`src/bsdl_pkg.sv`:
```
// Shared types and constants for the bounded sorted deque list core.
// No dependencies; bsdl_ctrl, bsdl_datapath and the top-level core import this package.
`default_nettype none

package bsdl_pkg;

   localparam int DATA_WIDTH   = 32;
   localparam int REQ_WIDTH    = 3;
   localparam int STATUS_WIDTH = 2;
   localparam int DEF_CAPACITY = 16;

   // request codes; code 7 is unused and ignored
   typedef enum logic [REQ_WIDTH-1:0] {
      REQ_PUSH_FRONT = 3'd0,
      REQ_PUSH_BACK  = 3'd1,
      REQ_INSERT     = 3'd2,
      REQ_POP_FRONT  = 3'd3,
      REQ_POP_BACK   = 3'd4,
      REQ_REMOVE     = 3'd5,
      REQ_LIST       = 3'd6
   } req_code_type;

   typedef enum logic [STATUS_WIDTH-1:0] {
      ST_OK        = 2'd0,
      ST_EMPTY     = 2'd1,
      ST_NOT_FOUND = 2'd2,
      ST_FULL      = 2'd3
   } status_type;

   typedef enum logic [2:0] {
      S_IDLE,
      S_SEARCH,
      S_SHIFT_UP,
      S_SHIFT_DOWN,
      S_LIST
   } state_type;

   // how the walk engine is initialized
   typedef enum logic [1:0] {
      SETUP_NONE,
      SETUP_SCAN,
      SETUP_UP,
      SETUP_DOWN
   } setup_type;

   // what the walk engine does in a cycle
   typedef enum logic [1:0] {
      WALK_NONE,
      WALK_ASC,
      WALK_UP,
      WALK_DOWN
   } walk_type;

   // source of the position where the list opens or closes
   typedef enum logic [1:0] {
      POS_ZERO,
      POS_COUNT,
      POS_LAST,
      POS_SCAN
   } pos_sel_type;

   typedef struct packed {
      logic        load;
      setup_type   setup;
      pos_sel_type pos_sel;
      walk_type    walk;
      logic        write_value;
      logic        count_inc;
      logic        count_dec;
      logic        emit;
      status_type  emit_status;
      logic        emit_entry;
      logic        emit_last;
   } cmd_type;

   typedef struct packed {
      logic count_zero;
      logic full;
      logic walk_done;
      logic scan_hit;
      logic scan_end;
      logic list_last;
      logic pend_vld;
      logic op_remove;
   } stat_type;

endpackage

`default_nettype wire

```
`src/bsdl_ram.sv`:
```
// Generic single-write, single-read RAM with registered read data.
// No dependencies.
`default_nettype none

module bsdl_ram #(
   parameter int WIDTH = 32,
   parameter int DEPTH = 16
) (
   input  wire logic                                  clock,
   input  wire logic                                  wr_en,
   input  wire logic [((DEPTH > 1) ? $clog2(DEPTH) : 1)-1:0] wr_addr,
   input  wire logic [WIDTH-1:0]                      wr_data,
   input  wire logic                                  rd_en,
   input  wire logic [((DEPTH > 1) ? $clog2(DEPTH) : 1)-1:0] rd_addr,
   output logic      [WIDTH-1:0]                      rd_data
);

   logic [WIDTH-1:0] mem_ff [DEPTH];
   logic [WIDTH-1:0] rd_data_ff;

   // write port and registered read port
   always_ff @(posedge clock) begin
      if (wr_en) begin
         mem_ff[wr_addr] <= wr_data;
      end
      if (rd_en) begin
         rd_data_ff <= mem_ff[rd_addr];
      end
   end

   assign rd_data = rd_data_ff;

endmodule

`default_nettype wire

```
`src/bsdl_ctrl.sv`:
```
// Controller state machine: decodes requests and sequences the datapath walks.
// Depends on bsdl_pkg.
`default_nettype none

module bsdl_ctrl (
   input  wire logic                              clock,
   input  wire logic                              reset,
   input  wire logic                              start,
   input  wire logic [bsdl_pkg::REQ_WIDTH-1:0]    req_type,
   output logic                                   busy,
   input  wire bsdl_pkg::stat_type                stat,
   output bsdl_pkg::cmd_type                      cmd
);

   import bsdl_pkg::*;

   state_type state_ff;
   state_type state_in;

   // state register
   always_ff @(posedge clock) begin
      if (reset) begin
         state_ff <= S_IDLE;
      end else begin
         state_ff <= state_in;
      end
   end

   // next state and commands
   always_comb begin
      state_in        = state_ff;
      busy            = (state_ff != S_IDLE);
      cmd.load        = 1'b0;
      cmd.setup       = SETUP_NONE;
      cmd.pos_sel     = POS_ZERO;
      cmd.walk        = WALK_NONE;
      cmd.write_value = 1'b0;
      cmd.count_inc   = 1'b0;
      cmd.count_dec   = 1'b0;
      cmd.emit        = 1'b0;
      cmd.emit_status = ST_OK;
      cmd.emit_entry  = 1'b0;
      cmd.emit_last   = 1'b1;

      case (state_ff)
         S_IDLE: begin
            if (start) begin
               cmd.load = 1'b1;
               case (req_code_type'(req_type))
                  REQ_PUSH_FRONT: begin
                     if (stat.full) begin
                        cmd.emit        = 1'b1;
                        cmd.emit_status = ST_FULL;
                     end else begin
                        cmd.setup   = SETUP_UP;
                        cmd.pos_sel = POS_ZERO;
                        state_in    = S_SHIFT_UP;
                     end
                  end
                  REQ_PUSH_BACK: begin
                     if (stat.full) begin
                        cmd.emit        = 1'b1;
                        cmd.emit_status = ST_FULL;
                     end else begin
                        cmd.setup   = SETUP_UP;
                        cmd.pos_sel = POS_COUNT;
                        state_in    = S_SHIFT_UP;
                     end
                  end
                  REQ_INSERT: begin
                     if (stat.full) begin
                        cmd.emit        = 1'b1;
                        cmd.emit_status = ST_FULL;
                     end else if (stat.count_zero) begin
                        cmd.setup   = SETUP_UP;
                        cmd.pos_sel = POS_ZERO;
                        state_in    = S_SHIFT_UP;
                     end else begin
                        cmd.setup = SETUP_SCAN;
                        state_in  = S_SEARCH;
                     end
                  end
                  REQ_POP_FRONT: begin
                     if (stat.count_zero) begin
                        cmd.emit        = 1'b1;
                        cmd.emit_status = ST_EMPTY;
                     end else begin
                        cmd.setup   = SETUP_DOWN;
                        cmd.pos_sel = POS_ZERO;
                        state_in    = S_SHIFT_DOWN;
                     end
                  end
                  REQ_POP_BACK: begin
                     if (stat.count_zero) begin
                        cmd.emit        = 1'b1;
                        cmd.emit_status = ST_EMPTY;
                     end else begin
                        cmd.setup   = SETUP_DOWN;
                        cmd.pos_sel = POS_LAST;
                        state_in    = S_SHIFT_DOWN;
                     end
                  end
                  REQ_REMOVE: begin
                     if (stat.count_zero) begin
                        cmd.emit        = 1'b1;
                        cmd.emit_status = ST_EMPTY;
                     end else begin
                        cmd.setup = SETUP_SCAN;
                        state_in  = S_SEARCH;
                     end
                  end
                  REQ_LIST: begin
                     if (stat.count_zero) begin
                        cmd.emit        = 1'b1;
                        cmd.emit_status = ST_EMPTY;
                     end else begin
                        cmd.setup = SETUP_SCAN;
                        state_in  = S_LIST;
                     end
                  end
                  default: begin
                     cmd.load = 1'b0;
                  end
               endcase
            end
         end

         // scan for the insert position or the entry to remove
         S_SEARCH: begin
            cmd.walk = WALK_ASC;
            if (stat.scan_hit || stat.scan_end) begin
               if (stat.op_remove) begin
                  if (stat.scan_hit) begin
                     cmd.setup   = SETUP_DOWN;
                     cmd.pos_sel = POS_SCAN;
                     state_in    = S_SHIFT_DOWN;
                  end else begin
                     cmd.emit        = 1'b1;
                     cmd.emit_status = ST_NOT_FOUND;
                     state_in        = S_IDLE;
                  end
               end else begin
                  cmd.setup   = SETUP_UP;
                  cmd.pos_sel = POS_SCAN;
                  state_in    = S_SHIFT_UP;
               end
            end
         end

         // open a slot, then drop the new value into it
         S_SHIFT_UP: begin
            cmd.walk = WALK_UP;
            if (stat.walk_done) begin
               cmd.write_value = 1'b1;
               cmd.count_inc   = 1'b1;
               cmd.emit        = 1'b1;
               state_in        = S_IDLE;
            end
         end

         // close the slot of the removed entry
         S_SHIFT_DOWN: begin
            cmd.walk = WALK_DOWN;
            if (stat.walk_done) begin
               cmd.count_dec = 1'b1;
               cmd.emit      = 1'b1;
               state_in      = S_IDLE;
            end
         end

         // one transaction per entry
         S_LIST: begin
            cmd.walk = WALK_ASC;
            if (stat.pend_vld) begin
               cmd.emit       = 1'b1;
               cmd.emit_entry = 1'b1;
               cmd.emit_last  = stat.list_last;
               if (stat.list_last) begin
                  state_in = S_IDLE;
               end
            end
         end

         default: begin
            state_in = S_IDLE;
         end
      endcase
   end

endmodule

`default_nettype wire

```
`src/bsdl_datapath.sv`:
```
// Datapath: entry memory, count, walk engine (scan and shift) and result registers.
// Depends on bsdl_pkg and bsdl_ram.
`default_nettype none

module bsdl_datapath #(
   parameter int CAPACITY = bsdl_pkg::DEF_CAPACITY
) (
   input  wire logic                                     clock,
   input  wire logic                                     reset,
   input  wire logic [bsdl_pkg::REQ_WIDTH-1:0]           req_type,
   input  wire logic signed [bsdl_pkg::DATA_WIDTH-1:0]   req_value,
   input  wire bsdl_pkg::cmd_type                        cmd,
   output bsdl_pkg::stat_type                            stat,
   output logic                                          rsp_valid,
   output logic [bsdl_pkg::STATUS_WIDTH-1:0]             rsp_status,
   output logic signed [bsdl_pkg::DATA_WIDTH-1:0]        rsp_entry,
   output logic                                          rsp_last
);

   import bsdl_pkg::*;

   localparam int AW = (CAPACITY > 1) ? $clog2(CAPACITY) : 1;
   localparam int CW = $clog2(CAPACITY + 1);

   // request registers
   logic signed [DATA_WIDTH-1:0] val_ff;
   logic                         op_remove_ff;

   // list state
   logic [CW-1:0] count_ff, count_in;

   // walk engine
   logic [AW-1:0] ptr_ff, ptr_in;
   logic [CW-1:0] rem_ff, rem_in;
   logic          pend_vld_ff, pend_vld_in;
   logic [AW-1:0] pend_addr_ff, pend_addr_in;
   logic [CW-1:0] pos_ff, pos_in;

   // result registers
   logic                         rsp_valid_ff;
   logic [STATUS_WIDTH-1:0]      rsp_status_ff;
   logic signed [DATA_WIDTH-1:0] rsp_entry_ff;
   logic                         rsp_last_ff;

   // memory port signals
   logic                  wr_en;
   logic [AW-1:0]         wr_addr;
   logic [DATA_WIDTH-1:0] wr_data;
   logic                  rd_en;
   logic [DATA_WIDTH-1:0] rd_data;

   logic signed [DATA_WIDTH-1:0] rd_s;
   logic [CW-1:0] pend_ext;
   logic [CW-1:0] scan_pos;
   logic [CW-1:0] pos_sel_val;
   logic [CW-1:0] cnt_m1;
   logic [CW-1:0] pos_p1;
   logic          is_last;
   logic          hit;

   bsdl_ram #(
      .WIDTH (DATA_WIDTH),
      .DEPTH (CAPACITY)
   ) u_ram (
      .clock   (clock),
      .wr_en   (wr_en),
      .wr_addr (wr_addr),
      .wr_data (wr_data),
      .rd_en   (rd_en),
      .rd_addr (ptr_ff),
      .rd_data (rd_data)
   );

   // compare of the returned entry against the request value
   always_comb begin
      rd_s     = $signed(rd_data);
      pend_ext = CW'(pend_addr_ff);
      is_last  = ((pend_ext + CW'(1)) == count_ff);
      if (op_remove_ff) begin
         hit = (rd_s == val_ff);
      end else if (pend_addr_ff == '0) begin
         hit = (val_ff < rd_s);
      end else begin
         hit = !(rd_s < val_ff);
      end
      scan_pos = hit ? pend_ext : (pend_ext + CW'(1));
   end

   // position select
   always_comb begin
      case (cmd.pos_sel)
         POS_ZERO:  pos_sel_val = '0;
         POS_COUNT: pos_sel_val = count_ff;
         POS_LAST:  pos_sel_val = count_ff - CW'(1);
         POS_SCAN:  pos_sel_val = scan_pos;
         default:   pos_sel_val = '0;
      endcase
      cnt_m1 = count_ff - CW'(1);
      pos_p1 = pos_sel_val + CW'(1);
   end

   // walk engine next state
   always_comb begin
      ptr_in       = ptr_ff;
      rem_in       = rem_ff;
      pend_vld_in  = pend_vld_ff;
      pend_addr_in = pend_addr_ff;
      pos_in       = pos_ff;
      rd_en        = 1'b0;
      if (cmd.setup != SETUP_NONE) begin
         pend_vld_in = 1'b0;
         pos_in      = pos_sel_val;
         case (cmd.setup)
            SETUP_SCAN: begin
               ptr_in = '0;
               rem_in = count_ff;
            end
            SETUP_UP: begin
               ptr_in = cnt_m1[AW-1:0];
               rem_in = count_ff - pos_sel_val;
            end
            SETUP_DOWN: begin
               ptr_in = pos_p1[AW-1:0];
               rem_in = cnt_m1 - pos_sel_val;
            end
            default: begin
               ptr_in = ptr_ff;
            end
         endcase
      end else if (cmd.walk != WALK_NONE) begin
         if (rem_ff != '0) begin
            rd_en        = 1'b1;
            rem_in       = rem_ff - CW'(1);
            ptr_in       = (cmd.walk == WALK_UP) ? (ptr_ff - AW'(1)) : (ptr_ff + AW'(1));
            pend_vld_in  = 1'b1;
            pend_addr_in = ptr_ff;
         end else begin
            pend_vld_in = 1'b0;
         end
      end
   end

   // memory write port
   always_comb begin
      wr_en   = 1'b0;
      wr_addr = pend_addr_ff;
      wr_data = rd_data;
      if (cmd.write_value) begin
         wr_en   = 1'b1;
         wr_addr = pos_ff[AW-1:0];
         wr_data = val_ff;
      end else if (cmd.walk == WALK_UP && pend_vld_ff) begin
         wr_en   = 1'b1;
         wr_addr = pend_addr_ff + AW'(1);
      end else if (cmd.walk == WALK_DOWN && pend_vld_ff) begin
         wr_en   = 1'b1;
         wr_addr = pend_addr_ff - AW'(1);
      end
   end

   // count update
   always_comb begin
      count_in = count_ff;
      if (cmd.count_inc) begin
         count_in = count_ff + CW'(1);
      end else if (cmd.count_dec) begin
         count_in = count_ff - CW'(1);
      end
   end

   // control registers
   always_ff @(posedge clock) begin
      if (reset) begin
         count_ff     <= '0;
         rem_ff       <= '0;
         pend_vld_ff  <= 1'b0;
         rsp_valid_ff <= 1'b0;
      end else begin
         count_ff     <= count_in;
         rem_ff       <= rem_in;
         pend_vld_ff  <= pend_vld_in;
         rsp_valid_ff <= cmd.emit;
      end
   end

   // payload registers
   always_ff @(posedge clock) begin
      ptr_ff       <= ptr_in;
      pend_addr_ff <= pend_addr_in;
      pos_ff       <= pos_in;
      if (cmd.load) begin
         val_ff       <= req_value;
         op_remove_ff <= (req_code_type'(req_type) == REQ_REMOVE);
      end
      if (cmd.emit) begin
         rsp_status_ff <= cmd.emit_status;
         rsp_entry_ff  <= cmd.emit_entry ? rd_s : '0;
         rsp_last_ff   <= cmd.emit_last;
      end
   end

   // status to the controller
   always_comb begin
      stat.count_zero = (count_ff == '0);
      stat.full       = (count_ff >= CW'(CAPACITY));
      stat.walk_done  = (rem_ff == '0) && !pend_vld_ff;
      stat.scan_hit   = pend_vld_ff && hit;
      stat.scan_end   = pend_vld_ff && is_last;
      stat.list_last  = pend_vld_ff && is_last;
      stat.pend_vld   = pend_vld_ff;
      stat.op_remove  = op_remove_ff;
   end

   assign rsp_valid  = rsp_valid_ff;
   assign rsp_status = rsp_status_ff;
   assign rsp_entry  = rsp_entry_ff;
   assign rsp_last   = rsp_last_ff;

endmodule

`default_nettype wire

```
`src/bounded_sorted_deque_list_core.sv`:
```
// Bounded sorted deque list: an ordered list of up to CAPACITY signed 32-bit values held in
// a RAM with registered read. A request is taken when start is high and busy is low; each
// result is shown for exactly one cycle with rsp_valid high, and the receiver cannot stall
// it. Changes give one transaction; a list request gives one transaction per entry, with
// rsp_last on the final one. Time per request is set by the walk over the RAM, one entry a
// cycle through its single read port; push back and pop back move no entries, and a refused
// or empty request needs no walk. There is no clearing pass after reset.
// Depends on bsdl_pkg, bsdl_ctrl and bsdl_datapath.
`default_nettype none

module bounded_sorted_deque_list_core #(
   parameter int CAPACITY = bsdl_pkg::DEF_CAPACITY
) (
   input  wire logic                                     clock,
   input  wire logic                                     reset,
   input  wire logic                                     start,
   output logic                                          busy,
   input  wire logic [bsdl_pkg::REQ_WIDTH-1:0]           req_type,
   input  wire logic signed [bsdl_pkg::DATA_WIDTH-1:0]   req_value,
   output logic                                          rsp_valid,
   output logic [bsdl_pkg::STATUS_WIDTH-1:0]             rsp_status,
   output logic signed [bsdl_pkg::DATA_WIDTH-1:0]        rsp_entry,
   output logic                                          rsp_last
);

   import bsdl_pkg::*;

   cmd_type  cmd;
   stat_type stat;

   // request sequencing
   bsdl_ctrl u_ctrl (
      .clock    (clock),
      .reset    (reset),
      .start    (start),
      .req_type (req_type),
      .busy     (busy),
      .stat     (stat),
      .cmd      (cmd)
   );

   // storage, walk engine and result registers
   bsdl_datapath #(
      .CAPACITY (CAPACITY)
   ) u_datapath (
      .clock      (clock),
      .reset      (reset),
      .req_type   (req_type),
      .req_value  (req_value),
      .cmd        (cmd),
      .stat       (stat),
      .rsp_valid  (rsp_valid),
      .rsp_status (rsp_status),
      .rsp_entry  (rsp_entry),
      .rsp_last   (rsp_last)
   );

endmodule

`default_nettype wire
```
`config.mk`:
```
export PLATFORM = sky130hd
export DESIGN_NAME = bounded_sorted_deque_list_core
export DESIGN_NICKNAME = d
export VERILOG_FILES = /design/src/bsdl_pkg.sv /design/src/bsdl_ram.sv /design/src/bsdl_ctrl.sv /design/src/bsdl_datapath.sv /design/src/bounded_sorted_deque_list_core.sv
export SDC_FILE = /design/constraint.sdc
export NUM_CORES = 1
export LEC_CHECK = 0
export ABC_AREA = 1
export BUFFER_PORTS_ARGS = -buffer_cell sky130_fd_sc_hd__buf_2
export CAP_MARGIN = 20
export CORE_MARGIN = 5
export CORE_UTILIZATION = 45
export CTS_CLUSTER_DIAMETER = 120
export CTS_CLUSTER_SIZE = 40
export DETAILED_ROUTE_END_ITERATION = 10
export PLACE_DENSITY = 0.73
export SETUP_SLACK_MARGIN = 0.5
export SYNTH_ARGS = -nofsm -noshare
export SYNTH_HDL_FRONTEND = slang
export SYNTH_SLANG_ARGS = --single-unit
```
`constraint.sdc`:
```
create_clock -name clock -period 13.6 [get_ports clock]
set_input_delay 2.72 -clock clock [delete_from_list [all_inputs] [get_ports clock]]
set_output_delay 2.72 -clock clock [all_outputs]
set_load 0.02 [all_outputs]
```
==> results.toml <==
[status]
status = "finished clean"

[floorplan]
die_w_um = 253
start_util_pct = 45.2
die_y_um = 253
die-area_um2 = 63900
ioPinCount = 75
fp-row-count = 89
core_um2 = 58700

[timing]
setup_slack_ns = 8.28
fin_crit_ns = 5.32
hold_slack_ns = 0.521
fmax_ghz = 0.188
fin_crit_sh_pct = 39.1
hold_violations = 0
fin_tns_setup_ns = 0
rsz0062_at_grt = "false"
worst_slew_pin_slew_ns = 1.13
drv_slew = 0
setup-violations-final = 0
clock_skew_ns = 0.0286
slew-limit-headroom_pct = 24.4

[yosys]
synth_top_family_by_area = "compound AO/OA/AOI/OAI gates"
synthDistinctLibCells = 42
yosysSeqAreaShare_pct = 71.8
synth.net_count = 2188
synth_compound_area_share_pct = 12.3
yosys-mux-area-fraction_pct = 0
synth_top_area_share_pct = 70.7
synth_most_common_cell = "edfxtp_1"
synth_flop_cell = "edfxtp_1"
syn_inst = 2104
synth_area_um2 = 26500
ys_seq_elements = 639
yosys-top-cells-count = "edfxtp_1 (624), nor2_1 (345), o21ai_0 (320), nand2_1 (181), inv_1 (123)"
synth-edff-count = 624
synthXorXnorAreaFrac_pct = 0.661
synth.area.top_cells = "edfxtp_1 (71%), o21ai_0 (6.0%), nor2_1 (4.9%)"
yosysWarnings = 0
yosys.area_share.simple_pct = 9.49
avgSynthCellArea_um2 = 12.6
synthAdderAreaFrac_pct = 2.23
async_flop_share_pct = 0
yosys.area.top_type = "edfxtp_1"

[pwr]
leakage_nw = 9.60
ir_drop_v = 0.000152
switchingPower_mw = 2.18
internal_power_mw = 3.47
switching_share_pct = 38.5
power.density_nw_per_um2 = 197
pwr-share-clk_pct = 14.9
pwr-share-seq_pct = 47.1
power_mw = 5.65
power_frac_comb_pct = 38.1

[global_routing]
grt_pass1_vias = 16400
overflow = 0
grt_usage_pct = 19.8
grt_pass1_wl_um = 98500
grt_max_degree = 243
antenna_found_initial = 0

[routing]
finalWirelength_um = 65600
dr_total_vias = 17200
first_pass_iters = 5
drc = 0
drt_iter0_drc = 2284
antenna_left = 0
wl_per_cell_um = 22.5
avgViaCountPerCell = 5.88

[layout]
finalNonFillerCells = 2923
fill_cells = 4867
antennaDiodeCount = 0
synthToLayoutAreaGrowth_pct = 8.00
finalNetCount = 2229
drive_gt1_share_pct = 9.49
multiInputGateArea_um2 = 6690
seqCellArea_um2 = 19000

[place]
place_inst = 2895
dp_hpwl_um = 36200
gp_congestion = 0.914
port-buffer-count = 74
place_ws_ns = 7.65

[flow_run]
max-cap-violations = 0

[clock_tree]
cts_sinks = 639
path_clk_slew_ns = 0.13
ctsResizeCount = 0
htree_levels = 1
cts_buffer_depth = 3
clockRootBuffer = "clkbuf_16"
numCtsBuffers = 20
cts_tree = "done"
postCtsSetupBuffers = 0
hold_buffers = 0
worstSkewPairLatency_ns = 0.60

[critical_path]
cpPeakStageDelay_ns = 0.50
startpoint_type = "input port"
r2r_setup_slack_ns = 8.70
cp_slowest_cell = "buf_4"
critPathCaptureType = "flop"
path_cells = "buf_2 > inv_1 > o21ai_0 > nor2_4 > buf_4 > nand2_1 > a21oi_1 > o21bai_4 > nand2_4 > xor2_1 > ha_1 > inv_1 > fa_1 > a31oi_1 > inv_1 > nand4_1 > nand3_1 > nand2_1 > a21oi_2"
cp_max_fo = 35
crit_required_ns = 14.08
r2r_cells = 10
crit_top_cell = "inv_1"
cp_data_arrival_time_ns = 5.80
critPathKind = "input port to flop"

[min_path]
min_path_cells = 2
hp-class = "flop to flop"
## metrics by stage
step	util (%)	cell area (µm²)
after floorplan	-	26500
after global placement	47.7	28000
after detailed placement	47.7	28000
after CTS	48.7	28600
after global routing	48.8	28600
final	48.8	28600
## flip-flops by register name (all words and copies together), names as in the netlist, 2 cells and up
register / count
u_datapath.u_ram.mem_ff: 512
u_datapath.rsp_entry: 32
u_datapath.u_ram.rd_data: 32
u_datapath.val_ff: 32
u_datapath.count_ff: 5
u_datapath.rem_ff: 5
u_datapath.pend_addr_ff: 4
u_datapath.pos_ff: 4
u_datapath.ptr_ff: 4
u_ctrl.state_ff: 3
u_datapath.rsp_status: 2
## metal layers
layer	vias up	global-route usage (%)	routed length, µm
met5	-	0	0
met2	887	32.2	30700
met1	8427	28.8	27400
met4	0	4.75	1750
met3	121	2.72	5820
li1	7764	-	-
## power by group through the flow
stage	Combinational, mW	Sequential, mW	Clock [mW]
after global routing	2.39	2.67	0.917
after CTS	2.13	2.66	0.854
final	2.15	2.66	0.839
after global placement	2.04	2.70	0
after floorplan	1.37	2.73	0
after detailed placement	2.12	2.70	0
## cell type report
| class | instances | area share (%) |
|---|---|---|
| multi-input combinational | 1222 | 23.4 |
| tap | 773 | 3.38 |
| sequential | 639 | 66.5 |
| timing repair buffer | 138 | 3.05 |
| clock buffer | 24 | 1.80 |
| clock inverter | 3 | 0.232 |
| inverter | 124 | 1.64 |
## final timing paths
path	from	to
min	u_datapath.rem_ff[2]$_SDFFE_PP0P_	u_datapath.rem_ff[2]$_SDFFE_PP0P_
max	req_type[2]	u_datapath.rem_ff[4]$_SDFFE_PP0P_
min reg2reg	u_datapath.rem_ff[2]$_SDFFE_PP0P_	u_datapath.rem_ff[2]$_SDFFE_PP0P_
max reg2reg	u_ctrl.state_ff[1]$_SDFFE_PP0P_	u_datapath.u_ram.mem_ff[3][0]$_DFFE_PP_
## worst max-delay path: cells and delay by family
kind                       cells  cell delay (ns)
buffers and inverters          5             0.89
adders and majority gates      2             0.57
and+or+nand+nor                6             0.60
AOI/OAI and AO/OA              5             0.86
xor gates and xnor gates       1             0.14
## placed cells by master, fill, tap and decap left out, types with 15 or more instances in the layout
cell	netlist	routed
buf_2	0	78
nand2_1	181	179
o21ai_0	320	319
nor2_1	345	327
nand3_1	59	59
clkbuf_16	0	20
buf_4	0	58
dfxtp_1	15	15
xor2_1	16	16
o211ai_1	32	32
o22ai_1	28	28
o221ai_1	103	103
a21oi_1	30	30
nor2_4	1	19
inv_1	123	120
ha_1	44	44
edfxtp_1	624	624
## kinds of logic (layout without fill, tap and decap cells)
logic type / after synthesis / after routing
AOI/OAI and AO/OA: 539 / 539
and+or+nand+nor: 617 / 617
buffers and inverters: 243 / 289
DFF: 639 / 639
xor gates and xnor gates: 20 / 20
adders and majority gates: 46 / 46
Note: power is estimated with default switching activity, not from simulation.
